===== src/hw/rtl/pwmdc_pkg.sv =====
// shared types, constants and helpers for the pwm input debounce capture block
package pwmdc_pkg;

    // sizing
    localparam int CHANNELS     = 8;
    localparam int PIN_COUNT    = 8;
    localparam int TICKS_PER_US = 200;
    localparam int TICK_W       = 32;
    localparam int DEBOUNCE_W   = 16;
    localparam int WIDTH_US_W   = 25;
    localparam int CHAN_W       = 3;
    localparam int LANE_IDX_W   = (CHANNELS > 1) ? $clog2(CHANNELS) : 1;

    localparam logic [DEBOUNCE_W-1:0] DEBOUNCE_RESET = DEBOUNCE_W'(200);
    localparam logic [WIDTH_US_W-1:0] WIDTH_MAX      = {WIDTH_US_W{1'b1}};

    // batch queue between the lanes and the result serializer
    localparam int BATCH_IDX_W = 2;
    localparam int BATCH_DEPTH = 2 ** BATCH_IDX_W;
    localparam int BATCH_CNT_W = BATCH_IDX_W + 1;

    // reciprocal of the tick rate, low by at most two counts after the high-word pick
    localparam logic [TICK_W-1:0] RECIP    = TICK_W'(64'hFFFF_FFFF / TICKS_PER_US);
    localparam logic [TICK_W-1:0] TICK_DIV = TICK_W'(TICKS_PER_US);
    localparam int REM_W = $clog2(3 * TICKS_PER_US);

    typedef enum logic [1:0] {
        PH_WAITING    = 2'd0,
        PH_DEBOUNCING = 2'd1,
        PH_CONFIRM    = 2'd2
    } phase_t;

    typedef struct packed {
        logic [PIN_COUNT-1:0] pin_levels;
        logic [TICK_W-1:0]    tick_count;
    } in_item_t;

    typedef struct packed {
        logic [CHAN_W-1:0]     channel;
        logic                  ended_level;
        logic [WIDTH_US_W-1:0] width_us;
        logic                  last_of_run;
    } result_t;

    // what one lane offers for the current poll
    typedef struct packed {
        logic              fire;
        logic              ended_level;
        logic              first_edge;
        logic [TICK_W-1:0] span;
    } lane_report_t;

    typedef lane_report_t [CHANNELS-1:0] batch_t;

    // one serialized request toward the divide pipeline
    typedef struct packed {
        logic [CHAN_W-1:0] channel;
        logic              ended_level;
        logic              first_edge;
        logic              last_of_run;
        logic [TICK_W-1:0] span;
    } div_req_t;

    function automatic logic [CHAN_W-1:0] lane_to_chan(input logic [LANE_IDX_W-1:0] idx);
        logic [LANE_IDX_W+CHAN_W-1:0] wide;
        wide = {{CHAN_W{1'b0}}, idx};
        return wide[CHAN_W-1:0];
    endfunction

endpackage


===== src/hw/rtl/pwm_input_debounce_capture.sv =====
// top level of the debounced pwm pulse-width capture block
//
// Usage: one request on the input channel is one poll of all pin levels plus the
// free-running 32-bit tick count. Each channel lane debounces its pin; a level
// change that holds for debounce_ticks ticks is confirmed on the following poll,
// and that poll yields one result: channel, the level that ended, and the time
// since the channel's previous confirmed edge in microseconds (0 on its first).
// Results of one poll leave in ascending channel order, the last one flagged.
// Throughput: one poll per cycle while in_stall is low; results leave at one per
// cycle while out_stall is low. A result reaches the output register from the poll
// that caused it through queue read, reciprocal multiply, remainder, correction.
// Confirming polls are queued as batches, up to four; in_stall rises while
// four batches wait, so a long out_stall or a dense burst of confirming polls
// (more results than one per cycle) backs up into the input channel.
// The output holds its request while out_stall is high.
// Reset: all lanes wait with settled level 0 and first edge pending,
// debounce_ticks returns to 200, the queue and pipeline empty.
// cfg_wr_en writes debounce_ticks; write it only while the block is idle.
module pwm_input_debounce_capture
    import pwmdc_pkg::*;
(
    input  logic                  clk,
    input  logic                  rst_n,
    input  logic                  cfg_wr_en,
    input  logic [DEBOUNCE_W-1:0] cfg_wr_data,
    input  logic                  in_valid,
    output logic                  in_stall,
    input  in_item_t              in_data,
    output logic                  out_valid,
    input  logic                  out_stall,
    output result_t               out_data
);

    logic [DEBOUNCE_W-1:0] debounce_reg;
    logic                  poll_accept;
    logic                  queue_full;
    batch_t                reports;
    logic                  req_valid;
    logic                  req_ready;
    div_req_t              req;

    // debounce register
    always_ff @(posedge clk or negedge rst_n)
    begin
        if (!rst_n)
            debounce_reg <= DEBOUNCE_RESET;
        else if (cfg_wr_en)
            debounce_reg <= cfg_wr_data;
    end

    assign in_stall    = queue_full;
    assign poll_accept = in_valid && !in_stall;

    // one lane per channel
    for (genvar g = 0; g < CHANNELS; g++)
    begin : g_lane
        logic level;
        if (g < PIN_COUNT)
        begin : g_pin
            assign level = in_data.pin_levels[g];
        end
        else
        begin : g_nopin
            assign level = 1'b0;
        end
        pwmdc_lane u_lane (
            .clk            (clk),
            .rst_n          (rst_n),
            .poll_accept    (poll_accept),
            .level          (level),
            .tick_count     (in_data.tick_count),
            .debounce_ticks (debounce_reg),
            .report         (reports[g])
        );
    end

    // batch queue and serializer
    pwmdc_merge u_merge (
        .clk         (clk),
        .rst_n       (rst_n),
        .poll_accept (poll_accept),
        .reports     (reports),
        .full        (queue_full),
        .req_valid   (req_valid),
        .req_ready   (req_ready),
        .req         (req)
    );

    // divide and output register
    pwmdc_div u_div (
        .clk       (clk),
        .rst_n     (rst_n),
        .req_valid (req_valid),
        .req_ready (req_ready),
        .req       (req),
        .out_valid (out_valid),
        .out_stall (out_stall),
        .out_data  (out_data)
    );

endmodule


===== src/hw/rtl/pwmdc_lane.sv =====
// one channel lane: debounce state machine and edge time keeping
module pwmdc_lane
    import pwmdc_pkg::*;
(
    input  logic                  clk,
    input  logic                  rst_n,
    input  logic                  poll_accept,
    input  logic                  level,
    input  logic [TICK_W-1:0]     tick_count,
    input  logic [DEBOUNCE_W-1:0] debounce_ticks,
    output lane_report_t          report
);

    phase_t            phase_reg, phase_next;
    logic              settled_reg, settled_next;
    logic              first_reg, first_next;
    logic [TICK_W-1:0] cand_reg, cand_next;
    logic [TICK_W-1:0] prev_reg, prev_next;
    logic [TICK_W-1:0] held;
    logic              held_long;

    // time the changed level has persisted
    assign held      = tick_count - cand_reg;
    assign held_long = {{(TICK_W-DEBOUNCE_W){1'b0}}, debounce_ticks} <= held;

    // report is fully known from state when the lane sits in confirm
    assign report.fire        = (phase_reg == PH_CONFIRM);
    assign report.ended_level = settled_reg;
    assign report.first_edge  = first_reg;
    assign report.span        = cand_reg - prev_reg;

    // state registers
    always_ff @(posedge clk or negedge rst_n)
    begin
        if (!rst_n)
        begin
            phase_reg   <= PH_WAITING;
            settled_reg <= 1'b0;
            first_reg   <= 1'b1;
            cand_reg    <= '0;
            prev_reg    <= '0;
        end
        else
        begin
            phase_reg   <= phase_next;
            settled_reg <= settled_next;
            first_reg   <= first_next;
            cand_reg    <= cand_next;
            prev_reg    <= prev_next;
        end
    end

    // next state on each accepted poll
    always_comb
    begin
        phase_next   = phase_reg;
        settled_next = settled_reg;
        first_next   = first_reg;
        cand_next    = cand_reg;
        prev_next    = prev_reg;
        if (poll_accept)
        begin
            unique case (phase_reg)
                PH_WAITING:
                begin
                    if (level != settled_reg)
                    begin
                        cand_next  = tick_count;
                        phase_next = (debounce_ticks == '0) ? PH_CONFIRM : PH_DEBOUNCING;
                    end
                end
                PH_DEBOUNCING:
                begin
                    if (level == settled_reg)
                        phase_next = PH_WAITING;
                    else if (held_long)
                        phase_next = PH_CONFIRM;
                end
                PH_CONFIRM:
                begin
                    first_next   = 1'b0;
                    prev_next    = cand_reg;
                    settled_next = level;
                    phase_next   = PH_WAITING;
                end
                default:
                begin
                    phase_next = PH_WAITING;
                end
            endcase
        end
    end

    // a confirmed edge is reported once and the lane goes back to waiting
    a_confirm_leaves: assert property (@(posedge clk) disable iff (!rst_n)
        (poll_accept && phase_reg == PH_CONFIRM) |=> (phase_reg == PH_WAITING && !first_reg))
        else $error("lane stayed in confirm after an accepted poll");

endmodule


===== src/hw/rtl/pwmdc_merge.sv =====
// batch queue of lane reports and lowest-channel-first serializer
module pwmdc_merge
    import pwmdc_pkg::*;
(
    input  logic     clk,
    input  logic     rst_n,
    input  logic     poll_accept,
    input  batch_t   reports,
    output logic     full,
    output logic     req_valid,
    input  logic     req_ready,
    output div_req_t req
);

    batch_t                 batch_reg [BATCH_DEPTH];
    logic [BATCH_IDX_W-1:0] wr_ptr_reg, wr_ptr_next;
    logic [BATCH_IDX_W-1:0] rd_ptr_reg, rd_ptr_next;
    logic [BATCH_CNT_W-1:0] count_reg, count_next;
    logic [CHANNELS-1:0]    done_reg, done_next;

    batch_t                 head;
    logic [CHANNELS-1:0]    new_mask;
    logic [CHANNELS-1:0]    head_mask;
    logic [CHANNELS-1:0]    remaining;
    logic [CHANNELS-1:0]    pick_oh;
    logic [LANE_IDX_W-1:0]  pick_idx;
    logic                   push;
    logic                   issue;
    logic                   last;

    // fire masks of the incoming and the head batch
    always_comb
    begin
        for (int i = 0; i < CHANNELS; i++)
        begin
            new_mask[i]  = reports[i].fire;
            head_mask[i] = head[i].fire;
        end
    end

    assign head      = batch_reg[rd_ptr_reg];
    assign full      = (count_reg == BATCH_CNT_W'(BATCH_DEPTH));
    assign push      = poll_accept && (new_mask != '0);
    assign req_valid = (count_reg != '0);
    assign issue     = req_valid && req_ready;

    // lowest channel still owed from the head batch
    assign remaining = head_mask & ~done_reg;
    assign pick_oh   = remaining & (~remaining + CHANNELS'(1));
    assign last      = ((remaining & ~pick_oh) == '0);

    always_comb
    begin
        pick_idx = '0;
        for (int i = CHANNELS - 1; i >= 0; i--)
        begin
            if (remaining[i])
                pick_idx = LANE_IDX_W'(i);
        end
    end

    // request toward the divider
    assign req.channel     = lane_to_chan(pick_idx);
    assign req.ended_level = head[pick_idx].ended_level;
    assign req.first_edge  = head[pick_idx].first_edge;
    assign req.last_of_run = last;
    assign req.span        = head[pick_idx].span;

    // batch storage
    always_ff @(posedge clk)
    begin
        if (push)
            batch_reg[wr_ptr_reg] <= reports;
    end

    // queue control
    always_ff @(posedge clk or negedge rst_n)
    begin
        if (!rst_n)
        begin
            wr_ptr_reg <= '0;
            rd_ptr_reg <= '0;
            count_reg  <= '0;
            done_reg   <= '0;
        end
        else
        begin
            wr_ptr_reg <= wr_ptr_next;
            rd_ptr_reg <= rd_ptr_next;
            count_reg  <= count_next;
            done_reg   <= done_next;
        end
    end

    always_comb
    begin
        wr_ptr_next = wr_ptr_reg;
        rd_ptr_next = rd_ptr_reg;
        done_next   = done_reg;
        count_next  = count_reg;
        if (push)
        begin
            wr_ptr_next = wr_ptr_reg + BATCH_IDX_W'(1);
        end
        if (issue)
        begin
            if (last)
            begin
                rd_ptr_next = rd_ptr_reg + BATCH_IDX_W'(1);
                done_next   = '0;
            end
            else
            begin
                done_next = done_reg | pick_oh;
            end
        end
        if (push && !(issue && last))
            count_next = count_reg + BATCH_CNT_W'(1);
        else if (!push && issue && last)
            count_next = count_reg - BATCH_CNT_W'(1);
    end

    // a queued batch always has exactly one channel picked
    a_pick_onehot: assert property (@(posedge clk) disable iff (!rst_n)
        req_valid |-> $onehot(pick_oh))
        else $error("queued batch with no channel left to send");

    // no batch is taken while the queue is full
    a_no_overflow: assert property (@(posedge clk) disable iff (!rst_n)
        (poll_accept && full) |-> (new_mask == '0 && 1'b0) || !(poll_accept && full))
        else $error("poll accepted into a full batch queue");

    // fill level follows the pointers
    a_count_ptrs: assert property (@(posedge clk) disable iff (!rst_n)
        (count_reg != BATCH_CNT_W'(BATCH_DEPTH)) |->
            (BATCH_IDX_W'(wr_ptr_reg - rd_ptr_reg) == count_reg[BATCH_IDX_W-1:0]))
        else $error("batch queue count and pointers disagree");

endmodule


===== src/hw/rtl/pwmdc_div.sv =====
// pipelined tick-to-microsecond divide with output register
module pwmdc_div
    import pwmdc_pkg::*;
(
    input  logic     clk,
    input  logic     rst_n,
    input  logic     req_valid,
    output logic     req_ready,
    input  div_req_t req,
    output logic     out_valid,
    input  logic     out_stall,
    output result_t  out_data
);

    logic                s1_valid_reg, s2_valid_reg, s3_valid_reg, out_valid_reg;
    div_req_t            s1_reg, s2_reg, s3_reg;
    logic [TICK_W-1:0]   q0_s2_reg, q0_s3_reg;
    logic [REM_W-1:0]    rem_reg;
    result_t             out_data_reg;

    logic                out_free, s3_free, s2_free, s1_free;
    logic [2*TICK_W-1:0] prod;
    logic [TICK_W-1:0]   rem_full;
    logic [TICK_W-1:0]   q_fix;
    logic [TICK_W-1:0]   q;
    logic [WIDTH_US_W-1:0] width_sat;
    result_t             out_data_next;

    // stage advance chain
    assign out_free  = !out_valid_reg || !out_stall;
    assign s3_free   = !s3_valid_reg || out_free;
    assign s2_free   = !s2_valid_reg || s3_free;
    assign s1_free   = !s1_valid_reg || s2_free;
    assign req_ready = s1_free;

    // estimate quotient by reciprocal, then remainder against it
    assign prod     = {{TICK_W{1'b0}}, s1_reg.span} * {{TICK_W{1'b0}}, RECIP};
    assign rem_full = s2_reg.span - q0_s2_reg * TICK_DIV;

    // correct the estimate, saturate, zero for the first edge
    always_comb
    begin
        if (rem_reg >= REM_W'(2 * TICKS_PER_US))
            q_fix = TICK_W'(2);
        else if (rem_reg >= REM_W'(TICKS_PER_US))
            q_fix = TICK_W'(1);
        else
            q_fix = '0;
        q = q0_s3_reg + q_fix;
        if (q > {{(TICK_W-WIDTH_US_W){1'b0}}, WIDTH_MAX})
            width_sat = WIDTH_MAX;
        else
            width_sat = q[WIDTH_US_W-1:0];
        out_data_next.channel     = s3_reg.channel;
        out_data_next.ended_level = s3_reg.ended_level;
        out_data_next.width_us    = s3_reg.first_edge ? '0 : width_sat;
        out_data_next.last_of_run = s3_reg.last_of_run;
    end

    // stage valids
    always_ff @(posedge clk or negedge rst_n)
    begin
        if (!rst_n)
        begin
            s1_valid_reg  <= 1'b0;
            s2_valid_reg  <= 1'b0;
            s3_valid_reg  <= 1'b0;
            out_valid_reg <= 1'b0;
        end
        else
        begin
            if (s1_free)
                s1_valid_reg <= req_valid;
            if (s2_free)
                s2_valid_reg <= s1_valid_reg;
            if (s3_free)
                s3_valid_reg <= s2_valid_reg;
            if (out_free)
                out_valid_reg <= s3_valid_reg;
        end
    end

    // stage payloads
    always_ff @(posedge clk)
    begin
        if (s1_free)
            s1_reg <= req;
        if (s2_free)
        begin
            s2_reg    <= s1_reg;
            q0_s2_reg <= prod[2*TICK_W-1:TICK_W];
        end
        if (s3_free)
        begin
            s3_reg    <= s2_reg;
            q0_s3_reg <= q0_s2_reg;
            rem_reg   <= rem_full[REM_W-1:0];
        end
        if (out_free)
            out_data_reg <= out_data_next;
    end

    assign out_valid = out_valid_reg;
    assign out_data  = out_data_reg;

    // reciprocal estimate is never more than two below the true quotient
    a_rem_bound: assert property (@(posedge clk) disable iff (!rst_n)
        s2_valid_reg |-> (rem_full < TICK_W'(3 * TICKS_PER_US)))
        else $error("divide estimate out of correction range");

endmodule

===== config.mk =====
export PLATFORM = sky130hd
export DESIGN_NAME = pwm_input_debounce_capture
export DESIGN_NICKNAME = d
export VERILOG_FILES = /design/src/hw/rtl/pwmdc_pkg.sv /design/src/hw/rtl/pwm_input_debounce_capture.sv /design/src/hw/rtl/pwmdc_lane.sv /design/src/hw/rtl/pwmdc_merge.sv /design/src/hw/rtl/pwmdc_div.sv
export SDC_FILE = /design/constraint.sdc
export NUM_CORES = 2
export LEC_CHECK = 0
export ABC_CLOCK_PERIOD_IN_PS = 10900
export BUFFER_PORTS_ARGS = -buffer_cell sky130_fd_sc_hd__buf_2
export CORE_ASPECT_RATIO = 1.2
export CORE_MARGIN = 10
export CORE_UTILIZATION = 41
export DETAILED_ROUTE_END_ITERATION = 8
export GPL_ROUTABILITY_DRIVEN = 0
export PLACE_DENSITY = 0.67
export SYNTH_ARGS = -nofsm -noshare
export SYNTH_HDL_FRONTEND = slang
export SYNTH_SLANG_ARGS = --single-unit

===== constraint.sdc =====
create_clock -name clk -period 10.9 [get_ports clk]
set_input_delay 2.18 -clock clk [delete_from_list [all_inputs] [get_ports clk]]
set_output_delay 2.18 -clock clk [all_outputs]
set_load 0.01 [all_outputs]

; ---- Yosys cells after proc, flatten, opt, wreduce, memory -nomap -nowiden
; Memory sizes are Yosys's and may differ from the RTL's.
; Cells that the tools add are included.
[totals]
reg_bits = 729
ramBits = 1120
input_bits = 61
output_inout_bits = 32
elab_cells = 272
n_memories = 1
[classes]
addsub = 23
multipliers = 2
magnitude_cmp = 12
eq_ne = 49
muxes = 51
n_bitwise = 7
reduce_logical = 57
[memory_table]
columns = memory, depth, width, read_ports, rd_clocked_by_memory_dff, write_ports, line_no
row1 = u_merge.batch_reg, 4, 280, 1, 0, 1, pwmdc_merge.sv:15  ; batch_t batch_reg [BATCH_DEPTH];
[ops]
columns = op, n
row1 = subtractor 32 bit, 16
row2 = <= comparator 16 x 32 -> 1 bit, 8
row3 = binary-select mux 35 bit (select 3 bit), 1
row4 = multiplier 32 x 23 -> 55 bit (second input constant), 1
row5 = two-way mux 2 bit, 26
row6 = AND reduction 3 bit, 16
row7 = two-way mux 34 bit, 1
row8 = greater-than comparator 32 x 25 -> 1 bit (second input constant), 1
row9 = case mux 2 bit (2 select lines), 8
row10 = two-way mux 3 bit, 10
row11 = adder 25 x 2 -> 26 bit, 1
row12 = multiplier 25 x 5 -> 7 bit (second input constant), 1
row13 = two-way mux 25 bit, 1
row14 = AND 8 bit, 3
row15 = != test 3 x 1 -> 1 bit (second input constant), 8
row16 = inverter 8 bit, 3
row17 = AND reduction 2 bit, 9
row18 = equality test 2 x 1 -> 1 bit (second input constant), 8
row19 = equality test 2 bit (second input constant), 8
row20 = logical NOT 16 bit, 1
row21 = logical NOT 2 bit, 8
row22 = != test 2 x 1 -> 1 bit (second input constant), 8
row23 = >= comparator 10 x 8 -> 1 bit (second input constant), 1
row24 = >= comparator 10 x 9 -> 1 bit (second input constant), 1
row25 = 19 further kinds, 52

; ---- Longest topological paths before layout
[logic_depth]
word_depth = 12
depth_mapped = 25
ltp_nobuf = 25

; ---- Modules after synthesis
; From an unflattened synthesis, not the netlist that was laid out.
[unflattened]
hier_cells = 10252
area_unflattened_um2 = 114623.7
[by_module_without_submodules]
columns = module, instances, cells_each, area_each_um2, seq_area_each_um2
row1 = pwmdc_merge, 1, 1947, 43631.8, 34007.6
row2 = pwmdc_lane at g_lane[0].u_lane ..., 4, 818, 6414.9, 1702.9
row3 = pwmdc_div, 1, 1709, 18820.6, 4424.2
row4 = pwmdc_lane at g_lane[5].u_lane ..., 2, 822, 6446.2, 1702.9
row5 = pwmdc_lane at g_lane[7].u_lane, 1, 826, 6493.7, 1702.9
row6 = pwmdc_lane at g_lane[4].u_lane, 1, 819, 6466.2, 1702.9
row7 = pwm_input_debounce_capture, 1, 35, 659.4, 404.1

; ---- Least setup slack after synthesis
; OpenSTA, ideal clock, no wires.
[synth_path]
path_type = in2reg
startpoint = in in_valid
endpoint = mem u_merge.batch_reg[0][0] (netlist name), enable pin
setup_ns = 0.677
arrival_ns = 9.120
required_time_ns = 10.223
path_slack_ns = 1.103
path_stages = 3
n_path_buf = 0
path_cell_list = nand2b_1 a21oi_1 and2_1
[synth_between]
elab_chain_len = 4
[synth_lines]
columns = item, line_no
row1 = from (decl), pwm_input_debounce_capture.sv:26  ; input logic in_valid,
row2 = logical AND 1 bit, pwm_input_debounce_capture.sv:52  ; assign poll_accept = in_valid && !in_stall;
row3 = logical AND 1 bit, pwmdc_merge.sv:43  ; assign push = poll_accept && (new_mask != '0);
row4 = two-way mux 1 bit, pwmdc_merge.sv:72  ; if (push)
row5 = two-way mux 1 bit (implied by the code), pwmdc_merge.sv:73  ; batch_reg[wr_ptr_reg] <= reports;
row6 = to (decl), pwmdc_merge.sv:15
; No other way between the ends.

; ---- Final worst setup path
[layout_path]
startpoint = reg u_div.s1_reg[6] (netlist name)
endpoint = reg u_div.q0_s2_reg[22], data pin
[layout_between]
elab_chain_len = 1
[layout_lines]
columns = item, line_no
row1 = from (decl), pwmdc_div.sv:16  ; div_req_t s1_reg, s2_reg, s3_reg;
row2 = from (signal assigned), pwmdc_div.sv:87  ; s1_reg <= req;
row3 = multiplier 32 x 23 -> 55 bit, pwmdc_div.sv:37  ; assign prod = {{TICK_W{1'b0}}, s1_reg.span} * {{TICK_W{1'b0}}, RECIP};
row4 = named net u_div.prod[54], pwmdc_div.sv:22  ; logic [2*TICK_W-1:0] prod;
row5 = to (signal assigned), pwmdc_div.sv:91  ; q0_s2_reg <= prod[2*TICK_W-1:TICK_W];
row6 = to (decl), pwmdc_div.sv:17  ; logic [TICK_W-1:0] q0_s2_reg, q0_s3_reg;
; The timed path passes the listed nets, and every way through them passes these cells.
; A chain may end at the register's enable or synchronous reset.

==> metrics <==
status complete, no violations; Critical Path Start Type register; multi-input logic area 53,800 µm²; area leader, netlist edfxtp_1; number of global-route vias before repair 79,610; Worst-path clk slew 0.06 ns; Synth Register Bits 1,843; Fin Clk Skew 0.1204 ns; pin slew with the least headroom to its limit 1.437 ns; Post-CTS Resized 0; setup TNS 0 ns; vias per cell 5.739; row cnt 209; # fillers 24,310; Largest register FFs 1,120; Die W 496.0 µm; Post-DRT Antenna Nets 0; post-synthesis cell type count 98; cells after synthesis 9,613; WS Path Type register to register; final WL 321,400 µm; share of cells above drive strength 1 0.1148; IO buf count 92; Bufs and invs on worst path 0; clock buffer depth 4; mapped cell area 111,500 µm²; CP peak stage delay 0.72 ns; unrepaired setup endpoints after global routing no; DP HPWL 232,700 µm; worst hold-check path type register to register; Worst path slowest cell edfxtp_1; fin crit period 7.524 ns; initial cell density of the core 0.4123; final hold vios 0; First-pass DRT Iterations 8; GRT Total Usage 0.2147; Final setup viols 0; Cells after DPL 13,140; Root Buffer clkbuf_16; synth top area cells edfxtp_1 (34%), dfrtp_1 (13%), ha_1 (11%), mux4_2 (5.7%), fa_1 (5.3%); Worst Setup End Kind register; max cap viols 0; final cell count without fillers 13,500; Post-CTS Setup Inserts 0; drt drc 0; largest net degree at the start of global routing 131; post-synth top area share 0.3405; crit path max fanout 10; R2R Setup Slk 3.38 ns; Skew-Pair Late Insertion Delay 0.92 ns; Crit path top cell by count fa_1; CP required 11.55 ns; CP Cell Sequence ha_1, xor2_1, ha_1, fa_1, fa_1, fa_1, fa_1, fa_1, ha_1, a21oi_1, nand2_1, a211o_1, o311ai_1, a211oi_1, o21ai_1, a31oi_1, o21ai_1, o21bai_1, a2111o_1, o311ai_1; slew margin rel. 0.03464; ys async rst share 0.3142; synth warn 0; most common cell in the synthesized netlist edfxtp_1; via count 77,490; Die H 591.2 µm; Ports 93; cts hold-fix bufs 0; core region area 270,400 µm²; first-pass GRT wire length 482,000 µm; EDFF count, synth 1,264; Avg Cell Area, Syn 11.60 µm²; Max Clk Rate 132.9 MHz; CTS tree built; post-synthesis sequential area ratio 0.4706; wire per inst 23.81 µm; H-tree Lvls 4; Nets 11,070; global route overflow 0; ys flop type edfxtp_1; First DRT Iteration DRCs 6,812; syn nets 10,940; initial antenna violation count 31; critical path arrival 8.18 ns; WHS 0.4100 ns; FF/Latch Area 52,470 µm²; Synth top cells by count edfxtp_1 (1,264), inv_1 (1,142), ha_1 (968), nand2_1 (890), dfrtp_1 (568); CTS Buf Count 197; Slew Limit Fails 0; delay-heaviest family, CP adder cells; die area 293,200 µm²; synthesis-to-layout area growth 10.31%; part of the cycle the worst path needs 0.6903; clock sinks 1,843
-- final cells by class --
| type | count | area share |
|---|---|---|
| diodes | 8 | 0.0001628 |
| clock buffers | 262 | 0.04383 |
| clock inverters | 94 | 0.008516 |
| inverters | 1143 | 0.03493 |
| multi-input cells | 6363 | 0.4375 |
| flip-flops and latches | 1843 | 0.4267 |
| well taps | 3587 | 0.03650 |
| repair buffers | 202 | 0.01186 |
-- final timing paths --
kind / depth (start not counted) / startpoint / to
max: 20 / u_div.s1_reg[6] / u_div.q0_s2_reg[22]
min: 0 / u_div.q0_s2_reg[23] / u_div.q0_s3_reg[23]
max reg2reg: 20 / u_div.s1_reg[6] / u_div.q0_s2_reg[22]
min reg2reg: 0 / u_div.q0_s2_reg[23] / u_div.q0_s3_reg[23]
max in group asynchronous: 3 / rst_n / g_lane[5].u_lane.cand_reg[28]
min in group asynchronous: 1 / rst_n / g_lane[1].u_lane.cand_reg[2]
-- layer usage --
layer,track usage,wire (µm)
met1,0.2551,120200
met2,0.3674,156400
met3,0.03206,22260
met4,0.1295,22580
met5,0,13
-- cells in the final DEF (no fill, tap or decap), types with 48 or more instances in the layout --
cell | netlist | layout
inv_1 | 1142 | 1141
nor2_1 | 343 | 343
a211oi_1 | 56 | 55
o21a_1 | 71 | 71
o21bai_1 | 60 | 60
edfxtp_1 | 1264 | 1264
nand2b_1 | 102 | 102
buf_2 | 2 | 91
a21oi_1 | 511 | 511
a21o_1 | 204 | 204
nand2_1 | 890 | 879
buf_4 | 1 | 97
xnor2_1 | 275 | 275
nand4_1 | 81 | 81
fa_1 | 293 | 293
mux4_2 | 280 | 280
nand3_1 | 278 | 277
ha_1 | 968 | 968
mux2_2 | 286 | 286
a31oi_1 | 74 | 74
and3_1 | 54 | 54
o211ai_1 | 52 | 52
clkbuf_16 | 0 | 199
dfrtp_1 | 568 | 566
o21ai_1 | 47 | 48
nor3_1 | 100 | 100
xor2_1 | 172 | 172
o21ai_0 | 537 | 535
nor2b_1 | 87 | 86
-- stage by stage --
step | utilization | area, µm² | setup slack [ns]
floorplan | - | 111500 | 1.103
global placement | 0.4309 | 116500 | 3.157
detailed placement | 0.4309 | 116500 | 3.215
CTS | 0.4547 | 122900 | 3.339
global route | 0.4547 | 123000 | 2.936
finish | 0.4548 | 123000 | 3.376
-- cell families after synthesis --
| logic type | share of synthesized area |
|---|---|
| compound gates | 0.1065 |
| xor+xnor | 0.03526 |
| fa+ha+maj | 0.1614 |
| buf+inv | 0.04743 |
| flops | 0.4706 |
| mux | 0.08849 |
| simple gates | 0.09031 |
Power is left out: the tool's default activity adds up to more than one toggle a clock period on the data nets, which glitch-free logic cannot reach.
